--- config.mk ---
export PLATFORM = sky130hd
export DESIGN_NAME = mpc_ctrl
export DESIGN_NICKNAME = d
export VERILOG_FILES = /design/src/rtl/mpc_pkg.sv /design/src/rtl/mpc_ctrl.sv
export SDC_FILE = /design/constraint.sdc
export NUM_CORES = 1
export LEC_CHECK = 0
export ABC_AREA = 1
export CAP_MARGIN = 20
export CORE_AREA = 4 4 41 43
export CTS_BUF_LIST = sky130_fd_sc_hd__clkbuf_8
export DETAILED_ROUTE_END_ITERATION = 7
export DIE_AREA = 0 0 45 47
export DONT_BUFFER_PORTS = 1
export HOLD_SLACK_MARGIN = 0.03
export SLEW_MARGIN = 20
export SYNTH_ARGS = -nofsm -noshare
export SYNTH_HDL_FRONTEND = slang
export SYNTH_SLANG_ARGS = --single-unit
export TNS_END_PERCENT = 5
--- constraint.sdc ---
create_clock -name clk -period 2.4 [get_ports clk]
set_input_delay 0.12 -clock clk [delete_from_list [all_inputs] [get_ports clk]]
set_output_delay 0.12 -clock clk [all_outputs]
set_load 0.02 [all_outputs]
--- src/rtl/mpc_pkg.sv ---
// Shared widths, constants and controller/datapath interface types for the covariance block.
package mpc_pkg;

  localparam int MAX_POINTS = 4096;

  localparam int SAMPLE_W   = 16;
  localparam int SUM_W      = 29;                  // sum of a, sum of b
  localparam int PSUM_W     = 44;                  // sum of a*b
  localparam int CNT_W      = 13;                  // point count
  localparam int COV_W      = 40;
  localparam int FRAC_W     = 8;

  localparam int PROD_W     = 2 * SAMPLE_W;        // a*b
  localparam int SPLIT_W    = 22;                  // low slice of sum of a*b
  localparam int HI_W       = PSUM_W - SPLIT_W;    // high slice, signed
  localparam int PLO_W      = CNT_W + SPLIT_W;
  localparam int PHI_W      = CNT_W + 1 + HI_W;
  localparam int AB_W       = 2 * SUM_W;
  localparam int DEN_W      = 2 * CNT_W;           // n*n
  localparam int NUM_W      = 60;                  // n*Sab - Sa*Sb with headroom
  localparam int DVD_W      = NUM_W + FRAC_W;      // dividend = |num| << 8
  localparam int STEP_W     = $clog2(DVD_W);

  typedef struct packed {
    logic take;   // register an accepted beat into the accumulate stage
    logic mul;    // form partial products and n*n, clear the sums
    logic num;    // combine the partial products into the numerator
    logic load;   // load the divider with the numerator magnitude
    logic step;   // one restoring-division step
    logic out;    // load the result register
  } ctl_cmd_t;

  typedef struct packed {
    logic beat_last;  // last_point flag of the beat on the input
    logic div_done;   // current step is the final one
  } ctl_sts_t;

endpackage

--- src/rtl/mpc_ctrl.sv ---
// Sequencer: accumulate beats, then run the numerator, the divider and the result load.
module mpc_ctrl (
  input  logic              clk,
  input  logic              rst_n,
  input  logic              in_valid,
  output logic              in_stall,
  output logic              out_valid,
  input  logic              out_stall,
  input  mpc_pkg::ctl_sts_t sts,
  output mpc_pkg::ctl_cmd_t cmd
);
  import mpc_pkg::*;

  typedef enum logic [2:0] {
    S_ACC,
    S_ADD,
    S_MUL,
    S_NUM,
    S_LOAD,
    S_DIV,
    S_OUT
  } state_t;

  state_t state_r, state_nxt;
  logic   out_vld_r, out_vld_nxt;
  logic   slot_free;

  assign slot_free = !out_vld_r || !out_stall;

  always_comb begin
    state_nxt = state_r;
    cmd       = '0;
    case (state_r)
      S_ACC: begin
        cmd.take = in_valid;
        if (in_valid && sts.beat_last) begin
          state_nxt = S_ADD;
        end
      end
      S_ADD: begin
        state_nxt = S_MUL;
      end
      S_MUL: begin
        cmd.mul   = 1'b1;
        state_nxt = S_NUM;
      end
      S_NUM: begin
        cmd.num   = 1'b1;
        state_nxt = S_LOAD;
      end
      S_LOAD: begin
        cmd.load  = 1'b1;
        state_nxt = S_DIV;
      end
      S_DIV: begin
        cmd.step = 1'b1;
        if (sts.div_done) begin
          state_nxt = S_OUT;
        end
      end
      S_OUT: begin
        // hold until the result register is free
        if (slot_free) begin
          cmd.out   = 1'b1;
          state_nxt = S_ACC;
        end
      end
      default: begin
        state_nxt = S_ACC;
      end
    endcase
  end

  always_comb begin
    out_vld_nxt = out_vld_r;
    if (out_vld_r && !out_stall) begin
      out_vld_nxt = 1'b0;
    end
    if (cmd.out) begin
      out_vld_nxt = 1'b1;
    end
  end

  always_ff @(posedge clk) begin
    if (!rst_n) begin
      state_r   <= S_ACC;
      out_vld_r <= 1'b0;
    end else begin
      state_r   <= state_nxt;
      out_vld_r <= out_vld_nxt;
    end
  end

  assign in_stall  = (state_r != S_ACC);
  assign out_valid = out_vld_r;

endmodule

Word level (Yosys, flattened, before mapping)
Cells that the tools add are included.

Flip-flop bits (word level): 4. Input port bits: 6. Output and inout bits: 8. Logic and storage cells: 33.

Equality and inequality tests: 9. Multiplexer cells: 13. Reductions and logical operators: 9.

Operator list (number): $pmux W3 S7 (1); $eq A3 B3 Y1 const B (3); $mux W1 (9); $mux W3 (3); $eq A3 B2 Y1 const B (2); $ne A2 B2 Y1 const B (3); $eq A3 B1 Y1 const B (1); $logic_not A3 Y1 (1); $reduce_and A3 Y1 (1); $reduce_bool A3 Y1 (1); $logic_and A1 B1 Y1 (2); $logic_not A1 Y1 (2); $reduce_bool A2 Y1 (1); $logic_or A1 B1 Y1 (1).

Longest topological paths before layout
Gate-level depths: netlist of the first run.

Word-level depth: 5. Gate-level depth with buffers: 7.

Worst setup path after synthesis of the first run
OpenSTA, ideal clock, no wires.

Path kind: flip-flop to output port. Start point: register state_r[0]. End point: output port cmd[5] (netlist name). Arrival time: 1.011 ns. Path slack: 1.269 ns. Stages on the path, launching flop included: 4. Path buffers: 0. Cells stage by stage: dfxtp_1 -> nor2_1 -> nand2_1 -> nor2_1.

RTL lines: start, declared (RTL line mpc_ctrl.sv:24) `state_t state_r, state_nxt;`; start signal, assigned (RTL line mpc_ctrl.sv:89) `state_r <= state_nxt;`; end, declared (RTL line mpc_ctrl.sv:10) `output mpc_pkg::ctl_cmd_t cmd`.

==> results of run 1 <==
-- kinds of logic (layout without fill, tap and decap cells) --
| logic type | after synthesis | after routing | synth area share (%) |
|---|---|---|---|
| AO/OA/AOI/OAI | 4 | 4 | 8.53 |
| AND/OR/NAND/NOR | 24 | 24 | 42.7 |
| flip-flops | 4 | 4 | 30.3 |
| buffers and inverters | 12 | 15 | 18.5 |
-- worst reg2reg max path, delay by kind of cell (launching register included) --
| family | cells | cell delay [ps] |
|---|---|---|
| buf+inv | 1 | 130 |
| compound gates | 1 | 160 |
| flops | 1 | 400 |
| simple gates | 3 | 230 |
-- power breakdown --
group / internal [mW] / switching (mW)
combinational: 0.0109 / 0.0276
sequential: 0.0707 / 0.00606
clock: 0.107 / 0.0322
total: 0.188 / 0.0658
-- final cells by class --
class / count / area [um2]
Clock buffer: 3 / 41.3
Timing Repair Buffer: 1 / 10.0
Fill cell: 162 / 975
Sequential cell: 4 / 80.1
Inverter: 11 / 41.3
Multi-Input combinational cell: 28 / 135
Tap cell: 15 / 18.8
-- worst max-delay path by stage --
stage / slack, ps / startpoint / depth (start not counted) / end
2_1_floorplan: 1270 / state_r[0]$_SDFFE_PN0P_ / 3 / cmd[5]
3_3_place_gp: 1200 / state_r[0]$_SDFFE_PN0P_ / 3 / cmd[5]
3_5_place_dp: 1180 / state_r[0]$_SDFFE_PN0P_ / 3 / cmd[5]
4_1_cts: 960 / state_r[0]$_SDFFE_PN0P_ / 3 / cmd[5]
5_1_grt: 890 / state_r[0]$_SDFFE_PN0P_ / 3 / cmd[5]
6_report: 970 / state_r[0]$_SDFFE_PN0P_ / 3 / cmd[5]
-- Yosys cell counts (all sizes together) --
cell type,number,share of area [%]
inv,11,16
nand2,11,17
nor2,7,12
dfxtp,4,30
nand3,2,5.7
nand4,2,4.7
nor3,2,3.8
o21ai,2,3.8
a21oi,1,1.9
buf,1,2.8
o21a,1,2.8
-- flip-flops by register name, indices dropped and copies added (netlist names) --
| name | cells |
|---|---|
| state_r | 3 |
| out_valid | 1 |
-- placed cells by master (no fill, tap or decap), drive strengths merged --
cell type,synthesis,routed
a21oi,1,1
nor2,7,7
nand2,11,11
nand3,2,2
dlygate4sd3,0,1
o21ai,2,2
nand4,2,2
nor3,2,2
dfxtp,4,4
clkbuf,0,3
o21a,1,1
inv,11,11
-- through the flow --
stage               area (um2)  std cells  utilization (%)  worst slack (ps)
global route               327         62             25.1               886
floorplan                  264         44                -              1270
detailed placement         275         58             21.2              1180
finish                     327         62             25.1               969
CTS                        327         62             25.1               956
global placement           275         58             21.2              1200
-- repair_timing --
item | CTS | global route
hold buffers | 1 | 0
endpoints found under the hold margin | 2 | 0
gates resized for setup | 0 | 0
-- per-layer routing --
layer	part of all wire, %	wire length (um)	vias up
li1	-	-	141
met1	36	206	113
met2	48	272	9
met3	15	86	0
met4	0	0	0
met5	0	0	-
==> flow_summary.json, run 1 <==
{
  "status": "finished clean",
  "drive_gt1_share_pct": 14.9,
  "io_buffers": 0,
  "hpwlAfterDp_um": 472,
  "cts_tree": "done",
  "cp_data_required_time_ps": 2280,
  "p_total_uw": 254,
  "criticalPathCategory": "flip-flop to primary output",
  "die_h_um": 47,
  "yosysWarnings": 0,
  "nets": 55,
  "irDropWorstVdd_v": 0.000221,
  "r2r_end": "state_r[0]$_SDFFE_PN0P_",
  "grtUsageMet2_pct": 9.60,
  "slew_headroom_pct": 56.2,
  "drt_iter0_drc": 8,
  "synth-seq-cells": 4,
  "fp.dieW_um": 45,
  "grt_max_degree": 8,
  "fin_tns_setup_ps": 0,
  "netlist_area_um2": 264,
  "clockRootBuffer": "clkbuf_8",
  "p_leak_nw": 0.178,
  "cts_buffers": 3,
  "holdWs_ps": 38.6,
  "gr-usage-met3_pct": 4.98,
  "startpoint_type": "flip-flop",
  "syn_inst": 44,
  "start_util_pct": 20.3,
  "critical_path.top_delay_family": "simple AND/OR/NAND/NOR gates",
  "synth_nets": 50,
  "ioPinCount": 14,
  "finalHoldViolations": 0,
  "crit_arrival_ps": 1310,
  "end_kind": "primary output",
  "cap_violations": 0,
  "cp_common_cell": "nor2_1",
  "drt-vias-per-instance": 4.24,
  "cts_setup_buffers": 0,
  "fin_crit_sh_pct": 59.6,
  "diodes": 0,
  "overflow": 0,
  "grt.busiest_layer": "met2",
  "path_cells": "nor2_1, nand2_1, nor2_1",
  "max_stage_delay_ps": 360,
  "setup_viol_count_final": 0,
  "hold_end": "state_r[0]$_SDFFE_PN0P_",
  "min_from": "rst_n",
  "ys_types": 15,
  "die-area_um2": 2120,
  "first_global_vias": 261,
  "wire_per_inst_um": 9.11,
  "synth-seq-area-share_pct": 30.3,
  "drv_slew": 0,
  "gp_congestion": 0.784,
  "ant_nets": 0,
  "grt_pass1_wl_um": 855,
  "core_area_um2": 1300,
  "whs_path_depth": 2,
  "cpMaxStageDelayCell": "dfxtp_1",
  "reg2reg_slack_ps": 1370,
  "route.vias.total": 263,
  "clkTransAtPathRegs_ps": 30,
  "routed_wl_um": 565,
  "hold_class": "input pin to flip-flop",
  "power_density_nw_per_um2": 778,
  "antenna_found_initial": 0,
  "track_usage_pct": 6.01,
  "firstDrtPassIters": 2,
  "route.detailed.drc": 0,
  "cts.sinks": 4,
  "rsz0062_at_grt": "no",
  "fp-row-count": 13,
  "met1_usage_pct": 4.56,
  "syn_avg_cell_area_um2": 6.00,
  "rr_worst_depth": 5,
  "timing.rr.start": "state_r[2]$_SDFFE_PN0P_",
  "clk_latency_ps": 210,
  "fmax_ghz": 0.699,
  "fin_skew_ps": 2.03,
  "crit_fanout": 7,
  "cts_buffer_depth": 2,
  "worstPathBufferInverterCount": 0,
  "h-tree-depth": 1,
  "period_needed_ps": 1430,
  "tightest_slew_ps": 652,
  "area_growth_pct": 23.7
}
No activity file was read; power rests on OpenSTA's default activity.
==> run 2, diff against run 1 <==
==> constraint.sdc (replaced) <==
create_clock -name clk -period 1.35 [get_ports clk]
set_input_delay 0.0675 -clock clk [delete_from_list [all_inputs] [get_ports clk]]
set_output_delay 0.0675 -clock clk [all_outputs]
set_load 0.02 [all_outputs]
==> flow_summary.json, run 2 (same netlist as run 1, synthesis figures left out) <==
{
  "status": "finished clean",
  "p_leak_nw": 0.193,
  "grt_pass1_wl_um": 890,
  "rsz0062_at_grt": "no",
  "startpoint_type": "flip-flop",
  "fp.dieW_um": 45,
  "grt_max_degree": 8,
  "antenna_found_initial": 0,
  "min_from": "out_stall",
  "routed_wl_um": 552,
  "hold_class": "input pin to flip-flop",
  "cts_buffers": 3,
  "crit_fanout": 7,
  "start_util_pct": 20.3,
  "final_common_cell": "inv_1",
  "swShare_pct": 25.3,
  "hpwlAfterDp_um": 490,
  "wire_per_inst_um": 8.49,
  "clkTransAtPathRegs_ps": 30,
  "cts_setup_buffers": 0,
  "num-fill-cells": 156,
  "power.share.clock_pct": 53.1,
  "rr_worst_depth": 5,
  "drive_gt1_share_pct": 22.0,
  "slew_headroom_pct": 74.1,
  "whs_path_depth": 3,
  "clockRootBuffer": "clkbuf_8",
  "final_cell_mix": "inv_1, nand2_1, nor2_1, dfxtp_1",
  "route.vias.total": 269,
  "ant_nets": 0,
  "die-area_um2": 2120,
  "power_density_nw_per_um2": 1300,
  "firstDrtPassIters": 4,
  "clk_latency_ps": 210,
  "fp-row-count": 13,
  "cts_buffer_depth": 2,
  "criticalPathCategory": "flip-flop to primary output",
  "regMostFlops": "state_r",
  "drv_slew": 0,
  "area_growth_pct": 33.2,
  "ioPinCount": 14,
  "p_total_uw": 458,
  "cts_tree": "done",
  "switchingPower_uw": 116,
  "power_frac_seq_pct": 29.8,
  "overflow": 0,
  "pre_cts_ws_ps": 291,
  "core_area_um2": 1300,
  "track_usage_pct": 6.08,
  "internal_power_uw": 342,
  "layout_setup_ws_ps": 135,
  "tightest_slew_ps": 387,
  "irDropWorstVdd_v": 0.000428,
  "route.detailed.drc": 0,
  "fin_crit_sh_pct": 90.0,
  "fmax_ghz": 0.823,
  "cap_violations": 0,
  "hold_end": "out_valid$_SDFFE_PN0P_",
  "timing.rr.start": "state_r[2]$_SDFFE_PN0P_",
  "fin_tns_setup_ps": 0,
  "setup_viol_count_final": 0,
  "diodes": 0,
  "die_h_um": 47,
  "period_needed_ps": 1210,
  "r2r_end": "state_r[0]$_SDFFE_PN0P_",
  "cp_data_required_time_ps": 1280,
  "end_kind": "primary output",
  "drt-vias-per-instance": 4.14,
  "h-tree-depth": 1,
  "crit_arrival_ps": 1150,
  "largest_reg_flops": 3,
  "finalHoldViolations": 0,
  "cts.sinks": 4,
  "cp-startpoint": "state_r[0]$_SDFFE_PN0P_",
  "pwr-share-comb_pct": 17.1,
  "first_global_vias": 256,
  "io_buffers": 0,
  "drt_iter0_drc": 13,
  "fin_skew_ps": 0.963,
  "gp_congestion": 0.748,
  "final_core_util_pct": 27.0,
  "nets": 58,
  "reg2reg_slack_ps": 320
}
==> run 2: critical path: stages (launching register included) <==
cell,delay (ps)
dfxtp_1,360
nor2_1,180
nand2_1,90
nor2_1,310
==> run 2: per-layer routing <==
| metal | routed length, um | track usage (%) | vias to the layer above |
|---|---|---|---|
| met5 | 0 | 0 | - |
| met4 | 0 | 5.26 | 0 |
| met3 | 70 | 2.30 | 0 |
| met2 | 268 | 9.04 | 13 |
| met1 | 214 | 6.82 | 109 |
| li1 | - | - | 147 |
==> run 2: how the worst max path moves through the flow <==
stage,to,slack [ps],depth (start not counted)
3_5_place_dp,cmd[0],290,4
6_report,cmd[5],140,3
4_1_cts,cmd[0],70,4
5_1_grt,cmd[5],20,3
2_1_floorplan,cmd[5],270,3
3_3_place_gp,cmd[0],310,4
==> run 2: area by class of cell <==
type                    count  area, um2  share of cell area (%)
flip-flops and latches      4       80.1                    22.8
well taps                  15       18.8                    5.34
repair buffers              4       32.5                    9.25
multi-input cells          28        138                    39.1
clock buffers               3       41.3                    11.7
inverters                  11       41.3                    11.7
==> run 2: stage by stage <==
step	hold WS (ps)	instances	instance area, um2
finish	143	65	352
floorplan	165	44	264
global route	175	65	352
detailed placement	176	61	298
global placement	170	61	298
CTS	123	65	349
==> run 2: timing repair <==
action                                  CTS  global route
endpoints found under the setup margin    0             1
hold buffers                              1             0
resized for setup                         0             1
endpoints found under the hold margin     4             0
==> run 2: power by group through the flow <==
stage	clock network, mW	registers [mW]	logic (mW)
after floorplan	0	0.136	0.0584
after global placement	0	0.138	0.0757
after detailed placement	0	0.138	0.0762
after CTS	0.253	0.137	0.0799
after global routing	0.259	0.138	0.0893
final	0.243	0.137	0.0786
